### src/sktt_pkg.sv
// shared types and constants for the sorted key/value toggle table
// used by sktt_ctrl, sktt_dp and sorted_key_value_toggle_table_unit
`default_nettype none

package sktt_pkg;

    localparam int KEY_W    = 32;
    localparam int VAL_W    = 32;
    localparam int STATUS_W = 3;
    localparam int COUNT_W  = 7;

    // item kinds
    localparam logic OP_TOGGLE = 1'b0;
    localparam logic OP_LOOKUP = 1'b1;

    // result codes
    localparam logic [STATUS_W-1:0] ST_REMOVED   = 3'd0;
    localparam logic [STATUS_W-1:0] ST_INSERTED  = 3'd1;
    localparam logic [STATUS_W-1:0] ST_FOUND     = 3'd2;
    localparam logic [STATUS_W-1:0] ST_NOT_FOUND = 3'd3;
    localparam logic [STATUS_W-1:0] ST_FULL      = 3'd4;

    // controller to datapath commands
    typedef struct packed {
        logic load;     // capture the incoming item
        logic compare;  // register per-cell compare flags
        logic update;   // shift cells, write result, adjust count
    } cmd_t;

endpackage

`default_nettype wire

### src/sktt_ctrl.sv
// controller: item sequencing and result handshake for the toggle table
// depends on sktt_pkg
`default_nettype none

module sktt_ctrl (
    input  wire logic           clk,
    input  wire logic           rst_n,
    input  wire logic           s_tvalid,
    output logic                s_tready,
    output logic                m_tvalid,
    input  wire logic           m_tready,
    output sktt_pkg::cmd_t      cmd
);

    localparam logic [1:0] S_IDLE = 2'd0;
    localparam logic [1:0] S_CMP  = 2'd1;
    localparam logic [1:0] S_UPD  = 2'd2;

    logic [1:0] state_reg;
    logic [1:0] state_next;
    logic       out_valid_reg;
    logic       out_valid_next;
    logic       out_free;

    assign out_free = !out_valid_reg || m_tready;

    // a new item may enter during the update cycle of the previous one
    assign s_tready    = (state_reg == S_IDLE) || ((state_reg == S_UPD) && out_free);
    assign cmd.load    = s_tvalid && s_tready;
    assign cmd.compare = (state_reg == S_CMP);
    assign cmd.update  = (state_reg == S_UPD) && out_free;
    assign m_tvalid    = out_valid_reg;

    always_comb
    begin
        state_next = state_reg;
        case (state_reg)
            S_IDLE:
            begin
                if (cmd.load)
                begin
                    state_next = S_CMP;
                end
            end
            S_CMP:
            begin
                state_next = S_UPD;
            end
            S_UPD:
            begin
                if (out_free)
                begin
                    state_next = cmd.load ? S_CMP : S_IDLE;
                end
            end
            default:
            begin
                state_next = S_IDLE;
            end
        endcase
    end

    always_comb
    begin
        if (cmd.update)
        begin
            out_valid_next = 1'b1;
        end
        else if (m_tready)
        begin
            out_valid_next = 1'b0;
        end
        else
        begin
            out_valid_next = out_valid_reg;
        end
    end

    always_ff @(posedge clk or negedge rst_n)
    begin
        if (!rst_n)
        begin
            state_reg     <= S_IDLE;
            out_valid_reg <= 1'b0;
        end
        else
        begin
            state_reg     <= state_next;
            out_valid_reg <= out_valid_next;
        end
    end

    a_cmp_then_upd: assert property (@(posedge clk) disable iff (!rst_n)
        (state_reg == S_CMP) |=> (state_reg == S_UPD))
        else $error("compare not followed by update");

    a_update_shows: assert property (@(posedge clk) disable iff (!rst_n)
        cmd.update |=> m_tvalid)
        else $error("update without result");

    a_no_load_in_cmp: assert property (@(posedge clk) disable iff (!rst_n)
        (state_reg == S_CMP) |-> !s_tready)
        else $error("item taken during compare");

endmodule

`default_nettype wire

### config.mk
export PLATFORM = sky130hd
export DESIGN_NAME = sktt_ctrl
export DESIGN_NICKNAME = d
export VERILOG_FILES = /design/src/sktt_pkg.sv /design/src/sktt_ctrl.sv
export SDC_FILE = /design/constraint.sdc
export NUM_CORES = 1
export LEC_CHECK = 0
export ABC_CLOCK_PERIOD_IN_PS = 800
export BUFFER_PORTS_ARGS = -buffer_cell sky130_fd_sc_hd__buf_2
export CORE_AREA = 2 2 39 41
export DETAILED_ROUTE_END_ITERATION = 10
export DIE_AREA = 0 0 41 43
export PLACE_DENSITY = 0.3
export REMOVE_ABC_BUFFERS = 1
export SLEW_MARGIN = 20
export SYNTH_ARGS = -nofsm -noshare
export SYNTH_HDL_FRONTEND = slang
export SYNTH_SLANG_ARGS = --single-unit
### constraint.sdc
create_clock -name clk -period 0.8 [get_ports clk]
set_input_delay 0.08 -clock clk [delete_from_list [all_inputs] [get_ports clk]]
set_output_delay 0.08 -clock clk [all_outputs]
set_load 0.02 [all_outputs]
; Yosys cells after proc, flatten, opt, wreduce, memory -nomap -nowiden
; Index checks and enable logic that the tools add are counted.
[totals]
reg_bits = 3
inputBits = 4
out_inout_bits = 5
elab_cells = 20
[classes]
n_eq_ne = 4
muxes = 6
n_reduce_logical = 8
[op_table]
columns = cell, n
row1 = one-hot mux 2 bit (3 select lines), 1
row2 = 2-to-1 mux 2 bit, 2
row3 = "!= test 2 bit, second input constant", 2
row4 = 2-to-1 mux 1 bit, 3
row5 = "== test 2 x 1 -> 1 bit, second input constant", 1
row6 = "== test 2 bit, second input constant", 1
row7 = logical AND 1 bit, 2
row8 = logical NOT 2 bit, 1
row9 = logical OR 1 bit, 2
row10 = AND reduction 2 bit, 1
row11 = nonzero test 2 bit, 1
row12 = logical NOT 1 bit, 1

; Depth between registers and ports, before layout
; Gate-level depths: netlist of the first run.
[logic_depth]
word_depth = 8
depth_mapped = 3
depth_no_buf = 2

; Worst setup path before layout of the first run
; Ideal clock, no wire load.
[synth_timing]
kind = register to output
start = reg out_valid_reg, in the netlist m_tvalid
end = out cmd[2] (netlist name)
arrival_ns = 1.010
t_required_ns = 0.720
setup_slack_ns = -0.290
stages_incl_launch_ff = 3
n_path_buf = 0
path_cell_list = dfrtp_1 > nor2b_2 > a21oi_1
[synth_rtl]
columns = item, line
row1 = "start, declared", sktt_ctrl.sv:21  ; logic out_valid_reg;
row2 = "start signal, assigned", sktt_ctrl.sv:89  ; out_valid_reg <= out_valid_next;
row3 = "end, declared", sktt_ctrl.sv:12  ; output sktt_pkg::cmd_t cmd

==> results of run 1 <==
## cells by family after synthesis
family | share of synthesized area
AO/OA/AOI/OAI | 0.146
flip-flops | 0.488
AND/OR/NAND/NOR | 0.268
buffers and inverters | 0.0975
## how the worst max path moves through the flow
stage,end,slack [ns],startpoint,cells past startpoint
6_report,cmd[2],-0.32,state_reg[0],3
5_1_grt,cmd[2],-0.36,state_reg[0],3
4_1_cts,cmd[2],-0.32,state_reg[0],3
3_5_place_dp,cmd[2],-0.12,m_tvalid,3
3_3_place_gp,cmd[2],-0.11,m_tvalid,3
2_1_floorplan,cmd[2],-0.29,m_tvalid,2
## per-stage QoR
step	instance area, um2	TNS, ns	total power (W)	utilization	setup slack (ns)
after floorplan	139	-1.06	0.000277	-	-0.290
after global placement	214	-0.388	0.000348	0.155	-0.106
after detailed placement	214	-0.378	0.000349	0.155	-0.117
after CTS	317	-1.61	0.000731	0.229	-0.323
after global routing	332	-1.86	0.000777	0.240	-0.363
final	332	-1.54	0.000731	0.240	-0.320
## cells in the mapped netlist
cell and n:
o21bai_1 1, nor2b_2 1, buf_4 2, a21oi_1 3
dfrtp_1 3, nand2_1 1, nor2b_1 1, nand2b_1 3
nor2_1 1
## critical path: cells and delay by family (launching register included)
kind / cells / cell delay (ns)
flip-flops: 1 / 0.40
AND/OR/NAND/NOR: 1 / 0.16
AO/OA/AOI/OAI: 1 / 0.10
buffers and inverters: 1 / 0.15
## repair_timing
action	4_1_cts	5_1_grt
pin swaps	3	2
setup endpoints to repair	7	7
gates resized for setup	15	6
hold buffers	1	0
endpoints found under the hold margin	3	0
setup buffers	1	2
## power by group through the flow
stage | combinational, W | clock (W) | sequential (W)
after floorplan | 0.0000750 | 0 | 0.000202
after global placement | 0.000157 | 0 | 0.000191
after detailed placement | 0.000157 | 0 | 0.000192
after CTS | 0.000249 | 0.000284 | 0.000198
after global routing | 0.000282 | 0.000291 | 0.000204
final | 0.000264 | 0.000267 | 0.000199
## per-layer routing
layer,GRT usage,vias to the layer above,wire [um]
li1,-,78,-
met1,0.0680,73,184
met2,0.0781,8,203
met3,0.0681,0,50
met4,0.0600,0,0
met5,0,-,0
## layout make-up
type,count,area (um2)
timing repair buffer,12,100
clock buffer,4,26.3
sequential,3,76.3
tap,16,20.0
fill,157,1050
multi-input combinational,11,109
==> flow_metrics.env, run 1 <==
export IMPL_p_leak_nw=0.156
export IMPL_antenna_found_initial=0
export IMPL_diodes=0
export IMPL_crit_path_cell_trace="nand2b_4, a21oi_2, buf_4"
export IMPL_cts_htree_levels=1
export IMPL_holdPathStages=3
export IMPL_finalClockSkew_ns=0.00257
export IMPL_finalMaxSlewViolations=0
export IMPL_rrSetupSlack_ns=-0.09
export IMPL_grt_pass1_vias=175
export IMPL_die_w_um=41
export IMPL_p_sw_frac=0.304
export IMPL_finalCritPeriodShare=1.40
export IMPL_critPathMaxFanout=4
export IMPL_place_congestion=0.688
export IMPL_fp_dieArea_um2=1760
export IMPL_rows=14
export IMPL_hp_class="in2reg"
export IMPL_cap_violations=0
export IMPL_coreArea_um2=1380
export IMPL_syn_avg_cell_area_um2=9.62
export IMPL_p_sw_w=0.000222
export IMPL_finalHoldViolCount=0
export IMPL_p_int_w=0.000509
export IMPL_die_h_um=43
export IMPL_min_period_ns=1.12
export IMPL_endpoint_kind="output pin"
export IMPL_worstRegToRegCells=3
export IMPL_ys_warnings_count=0
export IMPL_first_iter_violations=1
export IMPL_cts_sinks=3
export IMPL_cts_root_buf="clkbuf_4"
export IMPL_nets=35
export IMPL_vdd_drop_max_mv=0.602
export IMPL_final_cell_mix="buf_6, buf_4, nand2b_4, clkbuf_4, buf_2"
export IMPL_cts_made_buffers=3
export IMPL_finalWorstSetupSlack_ns=-0.320
export IMPL_critPathMaxStageDelay_ns=0.40
export IMPL_hold_path_startpoint="s_tvalid"
export IMPL_synth_seq_cells=3
export IMPL_grt_remaining_overflow=0
export IMPL_cts_tree="built"
export IMPL_place_inst=40
export IMPL_clk_latency_ns=0.23
export IMPL_max_clock_freq_mhz=893
export IMPL_ant_nets=0
export IMPL_rsz0062_at_grt="true"
export IMPL_cts_buffer_depth=2
export IMPL_ys_seq_area_frac=0.488
export IMPL_yosysTopAreaCellShare=0.488
export IMPL_syn_to_final_growth_pct=115
export IMPL_setup_viol=7
export IMPL_reg2reg_from="state_reg[0]"
export IMPL_powerDensity_nw_per_um2=2200
export IMPL_cp_start_kind="flop"
export IMPL_firstDrtPassIters=2
export IMPL_synth_cell_types=9
export IMPL_io_pins=9
export IMPL_violations="setup timing"
export IMPL_grt_max_degree=6
export IMPL_drc=0
export IMPL_outcome="finished, violations left"
export IMPL_wirelength_um=437
export IMPL_hold_slack_ns=0.104
export IMPL_viasPerCell=3.46
export IMPL_syn_inst=16
export IMPL_dp_hpwl_um=291
export IMPL_vias=159
export IMPL_reg2reg_to="state_reg[1]"
export IMPL_cts_clk_slew_worst_paths_ns=0.04
export IMPL_fin_cells=46
export IMPL_critPathArrivalTime_ns=1.04
export IMPL_post_drt_wl_per_cell_um=9.50
export IMPL_path_class="reg2out"
export IMPL_synth_area_top_cells="dfrtp_1, nand2b_1, a21oi_1, buf_4, nor2b_2"
export IMPL_p_clk_frac=0.366
export IMPL_worstMarginPinSlew_ns=0.187
export IMPL_worst_ep_required_time_ns=0.72
export IMPL_largest_reg_flops=2
export IMPL_seq_power_share=0.273
export IMPL_grt_pass1_wl_um=710
export IMPL_slowest_stage="dfrtp_1"
export IMPL_slew_headroom=0.875
export IMPL_combPwrFrac=0.362
export IMPL_initial_core_util=0.111
export IMPL_drive_above_1_share=0.767
export IMPL_synth_top_area_cell="dfrtp_1"
export IMPL_grt_total_usage=0.0684
export IMPL_portBuffers=8
export IMPL_min_to="state_reg[0]"
export IMPL_syn_cell_area_um2=154
Power figures use the tool's default switching activity.
==> run 2: changes to the inputs <==
--- a/config.mk
+++ b/config.mk
@@ -5,7 +5,7 @@
 export SDC_FILE = /design/constraint.sdc
 export NUM_CORES = 1
 export LEC_CHECK = 0
-export ABC_CLOCK_PERIOD_IN_PS = 800
+export ABC_CLOCK_PERIOD_IN_PS = 1100
 export BUFFER_PORTS_ARGS = -buffer_cell sky130_fd_sc_hd__buf_2
 export CORE_AREA = 2 2 39 41
 export DETAILED_ROUTE_END_ITERATION = 10
==> constraint.sdc (replaced) <==
create_clock -name clk -period 1.1 [get_ports clk]
set_input_delay 0.11 -clock clk [delete_from_list [all_inputs] [get_ports clk]]
set_output_delay 0.11 -clock clk [all_outputs]
set_load 0.02 [all_outputs]
==> flow_metrics.env, run 2 (synthesis results as in run 1) <==
export IMPL_outcome="finished, violations left"
export IMPL_violations="setup timing"
export IMPL_min_period_ns=1.14
export IMPL_syn_to_final_growth_pct=99.2
export IMPL_p_int_w=0.000344
export IMPL_vias=158
export IMPL_p_sw_frac=0.299
export IMPL_cts_root_buf="clkbuf_4"
export IMPL_critPathMaxStageDelay_ns=0.40
export IMPL_p_leak_nw=0.144
export IMPL_viasPerCell=3.51
export IMPL_cts_buffer_depth=2
export IMPL_cp_start_kind="flop"
export IMPL_holdPathStages=3
export IMPL_finalClockSkew_ns=0.000912
export IMPL_p_clk_frac=0.381
export IMPL_crit_path_cell_trace="nand2b_4, a21oi_2, buf_6"
export IMPL_seq_power_share=0.299
export IMPL_final_cell_mix="buf_2, buf_4, clkbuf_4"
export IMPL_fill_cells=161
export IMPL_diodes=0
export IMPL_finalMaxSlewViolations=0
export IMPL_drive_above_1_share=0.724
export IMPL_finalWorstSetupSlack_ns=-0.0383
export IMPL_first_iter_violations=0
export IMPL_pre_cts_ws_ns=0.132
export IMPL_setup_tns_final_ns=-0.0794
export IMPL_cts_clk_slew_worst_paths_ns=0.03
export IMPL_finalHoldViolCount=0
export IMPL_post_drt_wl_per_cell_um=9.09
export IMPL_grt_max_degree=6
export IMPL_grt_pass1_vias=158
export IMPL_min_to="state_reg[0]"
export IMPL_grt_total_usage=0.0603
export IMPL_critPathMaxFanout=4
export IMPL_rrSetupSlack_ns=0.25
export IMPL_fp_dieArea_um2=1760
export IMPL_p_sw_w=0.000147
export IMPL_finalCritPeriodShare=1.03
export IMPL_path_class="reg2out"
export IMPL_worst_ep_required_time_ns=0.99
export IMPL_hp_class="in2reg"
export IMPL_rsz0062_at_grt="true"
export IMPL_vdd_drop_max_mv=0.367
export IMPL_multi_input_area_um2=101
export IMPL_largest_reg_flops=2
export IMPL_cts_sinks=3
export IMPL_powerDensity_nw_per_um2=1600
export IMPL_cts_tree="built"
export IMPL_initial_core_util=0.111
export IMPL_place_inst=38
export IMPL_grt_pass1_wl_um=627
export IMPL_rows=14
export IMPL_clk_latency_ns=0.23
export IMPL_hold_path_startpoint="s_tvalid"
export IMPL_worstRegToRegCells=2
export IMPL_firstDrtPassIters=1
export IMPL_hold_slack_ns=0.141
export IMPL_combPwrFrac=0.320
export IMPL_endpoint_kind="output pin"
export IMPL_fin_cells=45
export IMPL_ant_nets=0
export IMPL_cts_made_buffers=3
export IMPL_critPathArrivalTime_ns=1.03
export IMPL_portBuffers=8
export IMPL_die_w_um=41
export IMPL_slowest_stage="dfrtp_1"
export IMPL_slew_headroom=0.877
export IMPL_drc=0
export IMPL_wirelength_um=409
export IMPL_nets=34
export IMPL_reg2reg_from="state_reg[0]"
export IMPL_coreArea_um2=1380
export IMPL_utilization=0.222
export IMPL_worstMarginPinSlew_ns=0.184
export IMPL_cts_htree_levels=1
export IMPL_cap_violations=0
export IMPL_io_pins=9
export IMPL_max_clock_freq_mhz=879
export IMPL_reg2reg_to="state_reg[1]"
export IMPL_grt_remaining_overflow=0
export IMPL_antenna_found_initial=0
export IMPL_ff_latch_area_um2=76.3
export IMPL_setup_viol=3
export IMPL_die_h_um=43
export IMPL_cp_startpoint="state_reg[0]"
export IMPL_place_congestion=0.714
run 2: cell count changes in the layout (fill, tap and decap cells not counted):
cell      change
buf_6         -2
buf_2         +1
nand2_1       +1
nand2_2       -1
nand2b_1      +1
nand2b_4      -1
nor2b_1       -1
nor2b_2       +1
run 2: area by class of cell:
| type | count | share of cell area |
|---|---|---|
| clock buffers | 4 | 0.0857 |
| multi-input cells | 11 | 0.331 |
| flip-flops and latches | 3 | 0.249 |
| well taps | 16 | 0.0653 |
| repair buffers | 11 | 0.269 |
run 2: worst max-delay path: cells and delay by family (launching register included):
kind / cells / cell delay [ns]
flip-flops: 1 / 0.40
AND/OR/NAND/NOR: 1 / 0.16
AO/OA/AOI/OAI: 1 / 0.11
buffers and inverters: 1 / 0.13
run 2: per-stage QoR:
stage	instance area (um2)	total power (W)
final	307	0.000491
after floorplan	139	0.000201
after global placement	199	0.000236
after CTS	275	0.000477
after global routing	307	0.000526
after detailed placement	199	0.000239
run 2: what timing repair did:
| item | in CTS | in global routing |
|---|---|---|
| hold endpoints to repair | 3 | 0 |
| buffers inserted | 1 | 1 |
| gates cloned | 0 | 0 |
| setup endpoints to repair | 4 | 4 |
| hold buffers | 1 | 0 |
| resized for setup | 8 | 7 |
| pin swaps | 1 | 0 |
run 2: worst max path at each step:
stage	endpoint	slack, ns	depth (start not counted)
final	cmd[2]	-0.04	3
after floorplan	cmd[2]	-0.02	2
after global routing	cmd[2]	-0.09	3
after detailed placement	s_tready	0.13	3
after CTS	s_tready	-0.05	3
after global placement	s_tready	0.15	3
run 2: power by group through the flow:
stage                     registers (W)  clock network [W]  logic (W)
after global routing           0.000149           0.000209   0.000168
after floorplan                0.000147                  0  0.0000546
after detailed placement       0.000142                  0  0.0000972
after CTS                      0.000145           0.000198   0.000134
final                          0.000147           0.000187   0.000157
after global placement         0.000139                  0  0.0000967
run 2: metal layers:
metal  wire length [um]  share of wire  GRT usage  vias up
li1                   -              -          -       76
met1                186           0.45     0.0677       74
met2                181           0.44     0.0656        8
met3                 40          0.098     0.0471        0
met4                  0              0     0.0600        0
met5                  0              0          0        -
==> run 3: changes to the inputs <==
--- a/config.mk
+++ b/config.mk
@@ -8,6 +8,7 @@
 export ABC_CLOCK_PERIOD_IN_PS = 1100
 export BUFFER_PORTS_ARGS = -buffer_cell sky130_fd_sc_hd__buf_2
 export CORE_AREA = 2 2 39 41
+export CTS_BUF_LIST = sky130_fd_sc_hd__clkbuf_8
 export DETAILED_ROUTE_END_ITERATION = 10
 export DIE_AREA = 0 0 41 43
 export PLACE_DENSITY = 0.3
==> flow_metrics.env, run 3 (synthesis results as in run 1) <==
export IMPL_wl_met2_um=185
export IMPL_largest_reg_flops=2
export IMPL_worstMarginPinSlew_ns=0.165
export IMPL_stdcell_area_um2=317
export IMPL_syn_to_final_growth_pct=106
export IMPL_ant_nets=0
export IMPL_vias=160
export IMPL_endpoint_kind="output pin"
export IMPL_grt_max_degree=6
export IMPL_die_w_um=41
export IMPL_viasPerCell=3.56
export IMPL_io_pins=9
export IMPL_grt_pass1_vias=165
export IMPL_wirelength_um=448
export IMPL_coreArea_um2=1380
export IMPL_powerDensity_nw_per_um2=1910
export IMPL_diodes=0
export IMPL_wl_met3_um=57
export IMPL_wl_met1_um=195
export IMPL_grt_pass1_wl_um=696
export IMPL_antenna_found_initial=0
export IMPL_ff_latch_area_um2=76.3
export IMPL_multi_input_area_um2=96.3
export IMPL_outcome="finished, violations left"
export IMPL_grt_total_usage=0.0714
export IMPL_drive_above_1_share=0.724
export IMPL_violations="setup timing"
export IMPL_cts_root_buf="clkbuf_8"
export IMPL_power_total_w=0.000605
export IMPL_setup_viol=3
export IMPL_min_period_ns=1.12
export IMPL_cp_startpoint="state_reg[0]"
export IMPL_firstDrtPassIters=2
export IMPL_place_congestion=0.714
export IMPL_slew_headroom=0.890
export IMPL_clk_latency_ns=0.22
export IMPL_first_iter_violations=3
export IMPL_max_clock_freq_mhz=895
export IMPL_final_cell_mix="buf_4, buf_2, clkbuf_8"
export IMPL_cts_buffer_depth=2
export IMPL_cts_htree_levels=1
export IMPL_cts_tree="built"
export IMPL_hold_path_startpoint="s_tvalid"
export IMPL_reg2reg_from="state_reg[0]"
export IMPL_critPathArrivalTime_ns=1.01
export IMPL_fp_dieArea_um2=1760
export IMPL_grt_remaining_overflow=0
export IMPL_hp_class="in2reg"
export IMPL_placed_area_um2=199
export IMPL_cap_violations=0
export IMPL_vdd_drop_max_mv=0.484
export IMPL_cts_made_buffers=3
export IMPL_die_h_um=43
export IMPL_hold_slack_ns=0.158
export IMPL_initial_core_util=0.111
export IMPL_fill_cells=159
export IMPL_finalClockSkew_ns=0.00156
export IMPL_layout_commonest_cell="buf_4"
export IMPL_worst_ep_required_time_ns=0.99
export IMPL_nets=34
export IMPL_finalCritPeriodShare=1.02
export IMPL_critPathMaxFanout=4
export IMPL_cts_clk_slew_worst_paths_ns=0.03
export IMPL_post_drt_wl_per_cell_um=9.96
export IMPL_drc=0
export IMPL_dr_max_layer_used="met4"
export IMPL_finalHoldViolCount=0
export IMPL_p_leak_nw=0.154
export IMPL_rows=14
export IMPL_portBuffers=8
export IMPL_path_class="reg2out"
export IMPL_cp_start_kind="flop"
export IMPL_finalWorstSetupSlack_ns=-0.0174
export IMPL_finalMaxSlewViolations=0
export IMPL_rsz0062_at_grt="true"
export IMPL_cts_sinks=3
run 3: cell count changes in the layout (fill, tap and decap cells not counted), sizes merged:
cell,change
clkbuf,-1
inv,+1
run 3: final cells by class:
class | instances | area share
clock inverter | 1 | 0.0119
multi-input combinational | 11 | 0.304
tap | 16 | 0.0632
timing repair buffer | 11 | 0.249
sequential | 3 | 0.241
clock buffer | 3 | 0.130
run 3: final timing paths:
check	endpoint	slack, ns	cells after the start
setup / recovery	cmd[2]	-0.02	3
hold / removal	state_reg[0]	0.16	3
setup reg to reg	state_reg[1]	0.26	2
hold reg to reg	state_reg[0]	0.57	1
max in group asynchronous	state_reg[1]	0.74	2
min in group asynchronous	m_tvalid	0.24	2
run 3: critical path: stages (launching register included):
cell	delay (ns)
dfrtp_1	0.40
nand2b_4	0.16
a21oi_2	0.11
buf_6	0.13
run 3: what timing repair did:
| item | 4_1_cts | 5_1_grt |
|---|---|---|
| setup buffers | 1 | 1 |
| pin swaps | 1 | 1 |
| hold buffers | 1 | 0 |
| gates resized for setup | 8 | 5 |
| hold endpoints to repair | 3 | 0 |
| endpoints found under the setup margin | 3 | 4 |
run 3: metal layers:
layer	global-route usage	up-vias
li1	-	75
met1	0.0677	71
met3	0.0628	2
met5	0	-
met4	0.0800	0
met2	0.0813	12
run 3: per-stage QoR:
stage | util | setup TNS, ns | std cells | worst slack [ns]
after floorplan | - | -0.0404 | 14 | -0.0202
after global placement | 0.144 | 0 | 38 | 0.152
after detailed placement | 0.144 | 0 | 38 | 0.132
after CTS | 0.212 | -0.0702 | 44 | -0.0258
after global routing | 0.229 | -0.216 | 45 | -0.0665
final | 0.229 | -0.0355 | 45 | -0.0174
run 3: power by group:
group	leakage (nW)	switching [W]	internal, W
registers	0.0367	0.0000194	0.000127
logic	0.0908	0.0000729	0.0000775
clock network	0.0269	0.0000705	0.000237
total	0.154	0.000163	0.000442
